--- src/rtl/sha512_pkg.sv ---
package sha512_pkg;

    typedef struct packed {
        logic [63:0] data_word;
        logic [3:0]  valid_bytes;
        logic        last_word;
    } in_item_t;

    typedef struct packed {
        logic [63:0] digest_word;
        logic [2:0]  word_index;
        logic        digest_last;
    } out_item_t;

    // controller to datapath
    typedef struct packed {
        logic init_hash;    // reload chaining words, clear count
        logic store_word;   // write wr_word at position, advance
        logic add_count;    // add 8 (or last word's valid bytes) to byte count
        logic zero_fill;    // write zero at position, advance
        logic len_fill;     // write length words into 14 and 15
        logic round_start;  // load working vars from chaining words
        logic round_step;   // one round
        logic round_end;    // fold working vars into chaining words
        logic shift_out;    // rotate chaining words for output
        logic [1:0] word_sel; // 0 data, 1 marker word, 2 masked last word
    } dp_cmd_t;

    // datapath to controller
    typedef struct packed {
        logic [3:0] position;
        logic [6:0] round;
    } dp_status_t;

    localparam logic [1:0] SEL_DATA   = 2'd0;
    localparam logic [1:0] SEL_MARKER = 2'd1;
    localparam logic [1:0] SEL_LAST   = 2'd2;

    localparam int unsigned NUM_ROUNDS = 80;

    function automatic logic [63:0] init_word(input logic [2:0] i);
        case (i)
            3'd0: init_word = 64'h6a09e667f3bcc908;
            3'd1: init_word = 64'hbb67ae8584caa73b;
            3'd2: init_word = 64'h3c6ef372fe94f82b;
            3'd3: init_word = 64'ha54ff53a5f1d36f1;
            3'd4: init_word = 64'h510e527fade682d1;
            3'd5: init_word = 64'h9b05688c2b3e6c1f;
            3'd6: init_word = 64'h1f83d9abfb41bd6b;
            default: init_word = 64'h5be0cd19137e2179;
        endcase
    endfunction

    localparam logic [63:0] ROUND_K [0:79] = '{
        64'h428a2f98d728ae22, 64'h7137449123ef65cd, 64'hb5c0fbcfec4d3b2f, 64'he9b5dba58189dbbc,
        64'h3956c25bf348b538, 64'h59f111f1b605d019, 64'h923f82a4af194f9b, 64'hab1c5ed5da6d8118,
        64'hd807aa98a3030242, 64'h12835b0145706fbe, 64'h243185be4ee4b28c, 64'h550c7dc3d5ffb4e2,
        64'h72be5d74f27b896f, 64'h80deb1fe3b1696b1, 64'h9bdc06a725c71235, 64'hc19bf174cf692694,
        64'he49b69c19ef14ad2, 64'hefbe4786384f25e3, 64'h0fc19dc68b8cd5b5, 64'h240ca1cc77ac9c65,
        64'h2de92c6f592b0275, 64'h4a7484aa6ea6e483, 64'h5cb0a9dcbd41fbd4, 64'h76f988da831153b5,
        64'h983e5152ee66dfab, 64'ha831c66d2db43210, 64'hb00327c898fb213f, 64'hbf597fc7beef0ee4,
        64'hc6e00bf33da88fc2, 64'hd5a79147930aa725, 64'h06ca6351e003826f, 64'h142929670a0e6e70,
        64'h27b70a8546d22ffc, 64'h2e1b21385c26c926, 64'h4d2c6dfc5ac42aed, 64'h53380d139d95b3df,
        64'h650a73548baf63de, 64'h766a0abb3c77b2a8, 64'h81c2c92e47edaee6, 64'h92722c851482353b,
        64'ha2bfe8a14cf10364, 64'ha81a664bbc423001, 64'hc24b8b70d0f89791, 64'hc76c51a30654be30,
        64'hd192e819d6ef5218, 64'hd69906245565a910, 64'hf40e35855771202a, 64'h106aa07032bbd1b8,
        64'h19a4c116b8d2d0c8, 64'h1e376c085141ab53, 64'h2748774cdf8eeb99, 64'h34b0bcb5e19b48a8,
        64'h391c0cb3c5c95a63, 64'h4ed8aa4ae3418acb, 64'h5b9cca4f7763e373, 64'h682e6ff3d6b2b8a3,
        64'h748f82ee5defb2fc, 64'h78a5636f43172f60, 64'h84c87814a1f0ab72, 64'h8cc702081a6439ec,
        64'h90befffa23631e28, 64'ha4506cebde82bde9, 64'hbef9a3f7b2c67915, 64'hc67178f2e372532b,
        64'hca273eceea26619c, 64'hd186b8c721c0c207, 64'heada7dd6cde0eb1e, 64'hf57d4f7fee6ed178,
        64'h06f067aa72176fba, 64'h0a637dc5a2c898a6, 64'h113f9804bef90dae, 64'h1b710b35131c471b,
        64'h28db77f523047d84, 64'h32caab7b40c72493, 64'h3c9ebe0a15c9bebc, 64'h431d67c49c100d4c,
        64'h4cc5d4becb3e42b6, 64'h597f299cfc657e2a, 64'h5fcb6fab3ad6faec, 64'h6c44198c4a475817
    };

endpackage

--- src/rtl/sha512_ctrl.sv ---
module sha512_ctrl (
    input  logic                   clk,
    input  logic                   rst_n,
    input  logic                   in_valid,
    input  sha512_pkg::in_item_t   item,
    output logic                   in_stall,
    input  logic                   out_stall,
    output logic                   out_valid,
    output logic [2:0]             out_index,
    input  sha512_pkg::dp_status_t status,
    output sha512_pkg::dp_cmd_t    cmd
);

    typedef enum logic [2:0] {
        S_IDLE, S_MARK, S_PAD, S_START, S_ROUND, S_FOLD, S_OUT
    } state_t;

    state_t     state_reg, state_next;
    logic       fin_reg, fin_next;      // compressing the final block
    logic [2:0] idx_reg, idx_next;

    // a message end is in progress; blocks that follow are padding
    logic pending_pad, pend_reg, pend_next;
    logic mark_due_reg, mark_due_next;

    logic take;
    logic [3:0] nb;

    assign in_stall = (state_reg != S_IDLE);
    assign take = in_valid && (state_reg == S_IDLE);
    assign out_valid = (state_reg == S_OUT);
    assign out_index = idx_reg;
    assign nb = (item.valid_bytes > 4'd8) ? 4'd8 : item.valid_bytes;
    assign pending_pad = pend_reg;

    always_comb
    begin
        cmd = '0;
        state_next = state_reg;
        fin_next = fin_reg;
        idx_next = idx_reg;
        case (state_reg)
            S_IDLE:
            begin
                if (take)
                begin
                    cmd.store_word = 1'b1;
                    cmd.add_count = 1'b1;
                    if (!item.last_word)
                    begin
                        cmd.word_sel = sha512_pkg::SEL_DATA;
                        if (status.position == 4'd15)
                        begin
                            fin_next = 1'b0;
                            state_next = S_START;
                        end
                    end
                    else if (nb == 4'd8)
                    begin
                        cmd.word_sel = sha512_pkg::SEL_DATA;
                        fin_next = 1'b0;
                        state_next = (status.position == 4'd15) ? S_START : S_MARK;
                    end
                    else
                    begin
                        cmd.word_sel = sha512_pkg::SEL_LAST;
                        fin_next = 1'b1;
                        state_next = S_PAD;
                        if (status.position >= 4'd14)
                        begin
                            fin_next = 1'b0;
                            state_next = (status.position == 4'd15) ? S_START : S_PAD;
                        end
                    end
                end
            end
            S_MARK:
            begin
                // marker word after a full last word
                cmd.store_word = 1'b1;
                cmd.word_sel = sha512_pkg::SEL_MARKER;
                fin_next = (status.position < 4'd14);
                state_next = (status.position == 4'd15) ? S_START : S_PAD;
            end
            S_PAD:
            begin
                if (fin_reg && status.position == 4'd14)
                begin
                    cmd.len_fill = 1'b1;
                    state_next = S_START;
                end
                else
                begin
                    cmd.zero_fill = 1'b1;
                    if (status.position == 4'd15)
                        state_next = S_START;
                end
            end
            S_START:
            begin
                cmd.round_start = 1'b1;
                state_next = S_ROUND;
            end
            S_ROUND:
            begin
                cmd.round_step = 1'b1;
                if (status.round == 7'(sha512_pkg::NUM_ROUNDS - 1))
                    state_next = S_FOLD;
            end
            S_FOLD:
            begin
                cmd.round_end = 1'b1;
                idx_next = '0;
                if (fin_reg)
                    state_next = S_OUT;
                else if (mark_due_reg)
                    // full last word filled the block: marker goes into the next one
                    state_next = S_MARK;
                else if (status.position == 4'd0 && !pending_pad)
                    state_next = S_IDLE;
                else
                begin
                    fin_next = 1'b1;
                    state_next = S_PAD;
                end
            end
            S_OUT:
            begin
                if (!out_stall)
                begin
                    cmd.shift_out = 1'b1;
                    idx_next = idx_reg + 3'd1;
                    if (idx_reg == 3'd7)
                    begin
                        cmd.init_hash = 1'b1;
                        fin_next = 1'b0;
                        state_next = S_IDLE;
                    end
                end
            end
            default: state_next = S_IDLE;
        endcase
    end

    always_comb
    begin
        pend_next = pend_reg;
        mark_due_next = mark_due_reg;
        if (take && item.last_word)
        begin
            pend_next = 1'b1;
            mark_due_next = (nb == 4'd8) && (status.position == 4'd15);
        end
        if (state_reg == S_OUT && !out_stall && idx_reg == 3'd7)
            pend_next = 1'b0;
        if (state_reg == S_MARK)
            mark_due_next = 1'b0;
    end

    always_ff @(posedge clk or negedge rst_n)
    begin
        if (!rst_n)
        begin
            state_reg <= S_IDLE;
            fin_reg <= 1'b0;
            idx_reg <= '0;
            pend_reg <= 1'b0;
            mark_due_reg <= 1'b0;
        end
        else
        begin
            state_reg <= state_next;
            fin_reg <= fin_next;
            idx_reg <= idx_next;
            pend_reg <= pend_next;
            mark_due_reg <= mark_due_next;
        end
    end

endmodule

--- config.mk ---
export PLATFORM = sky130hd
export DESIGN_NAME = sha512_ctrl
export DESIGN_NICKNAME = d
export VERILOG_FILES = /design/src/rtl/sha512_pkg.sv /design/src/rtl/sha512_ctrl.sv
export SDC_FILE = /design/constraint.sdc
export NUM_CORES = 1
export LEC_CHECK = 0
export ABC_AREA = 0
export ABC_CLOCK_PERIOD_IN_PS = 1650
export BUFFER_PORTS_ARGS = -buffer_cell sky130_fd_sc_hd__buf_2
export CORE_UTILIZATION = 27
export CTS_CLUSTER_SIZE = 20
export DETAILED_ROUTE_END_ITERATION = 7
export GPL_TIMING_DRIVEN = 0
export PLACE_DENSITY = 0.76
export SYNTH_ARGS = -nofsm -noshare
export SYNTH_HDL_FRONTEND = slang
export SYNTH_SLANG_ARGS = --single-unit
--- constraint.sdc ---
create_clock -name clk -period 1.65 [get_ports clk]
set_clock_uncertainty 0.2 [all_clocks]
set_input_delay 0.0825 -clock clk [delete_from_list [all_inputs] [get_ports clk]]
set_output_delay 0.0825 -clock clk [all_outputs]
set_load 0.01 [all_outputs]
* Word level (Yosys, flattened, before mapping) *
Cells that the tools add are included.

storage, ports and cells
  register bits after elaboration = 9
  output and inout port bits = 16

operators by class
  add/subtract/negate cells = 1
  order comparisons = 3
  equality and inequality tests = 16
  muxes and demuxes = 51
  reduce and logical (&&, ||, !) cells = 19

operators with widths
  kind                                                              count
  3-bit two-way mux                                                 10
  1-bit two-way mux                                                 27
  3-bit one-hot mux with 7 select lines                             1
  2-bit two-way mux                                                 8
  3-bit == test (second input constant)                             4
  4-bit == test (second input constant)                             3
  7-bit == test (second input constant)                             1
  1-bit logical AND                                                 7
  3-bit by 2-bit == test with 1-bit output (second input constant)  2
  2-bit inequality test (second input constant)                     3
  3-bit one-hot mux with 2 select lines                             1
  2-bit nonzero test                                                3
  5-bit AND reduction                                               1
  4-bit >= comparator (second input constant)                       1
  4-bit greater-than comparator (second input constant)             1
  4-bit zero test                                                   1
  4-bit less-than comparator (second input constant)                1
  4-bit two-way mux                                                 1
  1-bit one-hot mux with 4 select lines                             1
  2-bit one-hot mux with 2 select lines                             1
  4-bit AND reduction                                               1
  4-bit nonzero test                                                1
  3-bit by 1-bit adder with 3-bit output (second input constant)    1
  3-bit by 1-bit == test with 1-bit output (second input constant)  1
  other kinds (7)                                                   8

* Depth between registers and ports, before layout *
  depth after elaboration = 7
  mapped depth = 6

* Worst setup path before layout *
No wires, ideal clock.

  path kind = register -> register
  from = reg idx_reg[0] (netlist: out_index[0])
  to = reg fin_reg
  library setup time = 0.079 ns
  data arrival time = 1.585 ns
  required time = 1.371 ns
  path slack = -0.214 ns
  cell stages (with the launch flop) = 7
  buffers on the path = 0
  clock period less this slack = 1.864 ns
  cells stage by stage = dfrtp_1 ha_1 ha_1 nor2b_1 nor2b_1 a311oi_1 mux2i_1

on the way
  cells in the longest elaborated chain, start to end = 3

ends and longest elaborated chain
  item                                                               RTL line            RTL
  start, declared                                                    sha512_ctrl.sv:20   logic [2:0] idx_reg, idx_next;
  start signal, assigned                                             sha512_ctrl.sv:174  idx_reg <= idx_next;
  3-bit == test                                                      sha512_ctrl.sv:133  if (idx_reg == 3'd7)
  2-bit by 1-bit inequality test with 1-bit output (no source line)  -
  5-bit AND reduction (no source line)                               -
  end signal, assigned                                               sha512_ctrl.sv:173  fin_reg <= fin_next;
  end, declared                                                      sha512_ctrl.sv:19   logic fin_reg, fin_next;

Every way passes these cells.
A chain may end at the register's enable or synchronous reset.

* Worst setup path after layout *
Same ends and word-level chain as after synthesis.

==> results_dict.tcl <==
set metrics [dict create \
    vdd_drop_max_mv 0.781 \
    nets 227 \
    rsz0062_at_grt "yes" \
    drive_gt1_frac 0.479 \
    grt_pass1_wl_um 3100 \
    maxSlewHeadroom 0.790 \
    top_usage_layer "met2" \
    port_buffers 32 \
    hpwl_um 1500 \
    hold-path-cell-count 3 \
    drt_iter0_markers 19 \
    vias 868 \
    cp_slowest_stage_delay_ps 400 \
    required_ps 1620 \
    vias_per_cell 5.11 \
    violations "setup timing" \
    start_util 0.284 \
    stdcell_area_sq_um 1180 \
    cp_top_family "flip-flops" \
    antenna_found_initial 0 \
    area_growth_pct 69.8 \
    crit_cells 6 \
    status "finished, violations left" \
    worst-path-buf-inv 0 \
    cp_common_cell "nor2b_4" \
    grt_overflow 0 \
    synthesis.nets 173 \
    met3_usage 0.0290 \
    grtUsageMet1 0.192 \
    fin_cells 170 \
    grt_max_degree 11 \
    die_w_um 52.8 \
    synthCells 87 \
    crit_slowest_cell "dfrtp_1" \
    cp_data_arrival_time_ps 1730 \
    final_util 0.482 \
    die_area_sq_um 2790 \
    firstDrtPassIters 4 \
    grt_pass1_vias 725 \
    r2r_cells 6 \
    tritoncts "built" \
    root_buffer "clkbuf_4" \
    p_leak_nw 0.558 \
    placed_area_sq_um 921 \
    hold_viol_final 0 \
    tightest_slew_ps 315 \
    synth.avg_cell_area_sq_um 8.01 \
    crit_fanout 3 \
    yosys.area.top_type_share 0.323 \
    remaining_drc_errors 0 \
    synth_cell_types 33 \
    fmax_ghz 0.568 \
    final.fill_count 238 \
    worstSetupStartpointType "flip-flop" \
    cts_sinks 9 \
    synth_seq_cells 9 \
    placed_cells 149 \
    worstPathCellList "ha_2 -> ha_4 -> nor2b_4 -> nor2b_4 -> a311oi_2 -> mux2i_1" \
    cts_made_buffers 3 \
    rows 18 \
    track_usage 0.154 \
    synth_area_leaders "dfrtp_1, nand2_1, a21oi_1" \
    fin_crit_sh 1.07 \
    ys_seq_area_frac 0.323 \
    setup_ws_ps -112 \
    finalMaxSlewViolations 0 \
    final_cell_mix "buf_2, nand2_1, buf_4" \
    routabilityCongestion 0.927 \
    die_h_um 52.8 \
    worstSkewPairLatency_ps 250 \
    diodes 0 \
    routed_wl_um 2270 \
    ant_nets 0 \
    io_pins 100 \
    final_common_cell "buf_2" \
    htree_num_levels 1 \
    p_per_area_nw_per_um2 1390 \
    multi_input_area_sq_um 508 \
    yosysWarnings 0 \
    cap_violations 0 \
    min_period_ps 1760 \
    min_path_type "in -> reg" \
    setup_viol 7 \
    path_clk_slew_ps 60 \
    core_sq_um 2450 \
    wl_per_cell_um 13.4 \
    synth_top_area_cell "dfrtp_1" \
    met2_usage 0.253 \
    worstSetupPathType "reg -> reg" \
    seqCellArea_sq_um 228 \
    cts_buffer_depth 2 \
    syn_area_sq_um 697 \
    end_kind "flip-flop" \
]
## repair_timing
action,in CTS,in global routing
pin swaps,2,2
hold buffers,6,0
gates resized for setup,14,11
endpoints found under the hold margin,13,0
buffers inserted,4,7
endpoints found under the setup margin,11,11
## worst register-to-register path: cells and delay by family (launching register included)
kind                       cells  cell delay (ps)
AOI/OAI and AO/OA              1              220
and+or+nand+nor                2              250
muxes                          1              250
DFF                            1              400
adders and majority gates      2              350
## cells in the mapped netlist
cell       instances
nand4bb_1          1
nor3_1             6
buf_6              1
nor2b_1            4
and2b_1            1
or2b_1             1
ha_1               2
mux2i_1            2
a21oi_2            1
nor2_1             4
or3_1              1
a211oi_1           1
o311a_1            1
a311oi_1           1
nand2_1           12
nand2b_1           2
and3_1             1
a31oi_1            1
nand4b_1           1
o21a_1             1
dfrtp_1            9
nand3_1            1
nor4_1             1
o21ai_0            5
inv_1              7
a21oi_1            8
nand3b_1           2
nand4_1            2
buf_2              2
a21boi_0           1
o22ai_1            2
nor4b_4            1
o211ai_1           1
## metrics by stage
step / hold WS (ps) / setup TNS [ps] / worst slack [ps] / power [mW]
final: 45.2 / -384 / -112 / 1.65
after global routing: 35.2 / -963 / -159 / 1.77
after CTS: -34.0 / -315 / -102 / 1.48
after detailed placement: -258 / -175 / -130 / 1.17
after global placement: -265 / -55.3 / -55.3 / 1.14
after floorplan: -413 / -24.5 / -24.5 / 0.916
## power by group
| group | total, mW | internal (mW) | leakage, nW | switching (mW) |
|---|---|---|---|---|
| Clock | 0.163 | 0.0928 | 0.0150 | 0.0702 |
| Combinational | 1.06 | 0.504 | 0.432 | 0.559 |
| Sequential | 0.421 | 0.310 | 0.111 | 0.110 |
| Total | 1.65 | 0.907 | 0.558 | 0.740 |
## layer usage
metal / up-vias / routed length (um)
met3: 6 / 104
met5: - / 0
met4: 0 / 31
met2: 32 / 1170
met1: 406 / 965
li1: 424 / -
## final timing paths
kind / start / endpoint / slack [ps]
min in group asynchronous: rst_n / state_reg[0] / 520
setup reg to reg: out_index[0] / fin_reg / -110
max in group asynchronous: rst_n / out_index[2] / 450
hold reg to reg: pend_reg / pend_reg / 330
hold / removal: in_valid / fin_reg / 50
setup / recovery: out_index[0] / fin_reg / -110
## layout make-up
type,instances,share of cell area
flip-flops and latches,9,0.192
plain buffers,3,0.0285
inverters,7,0.0243
repair buffers,49,0.272
multi-input cells,68,0.429
well taps,30,0.0317
clock buffers,4,0.0222
## cells by family (layout without fill, tap and decap cells)
kind of cell             Yosys count  in the layout  synth area share
buffers and inverters             10             63            0.0682
adder cells (fa/ha/maj)            2              2            0.0359
multiplexers                       2              2            0.0287
AO/OA/AOI/OAI                     23             23             0.203
flip-flops                         9              9             0.323
AND/OR/NAND/NOR                   41             41             0.341
(Power assumes the default switching activity.)
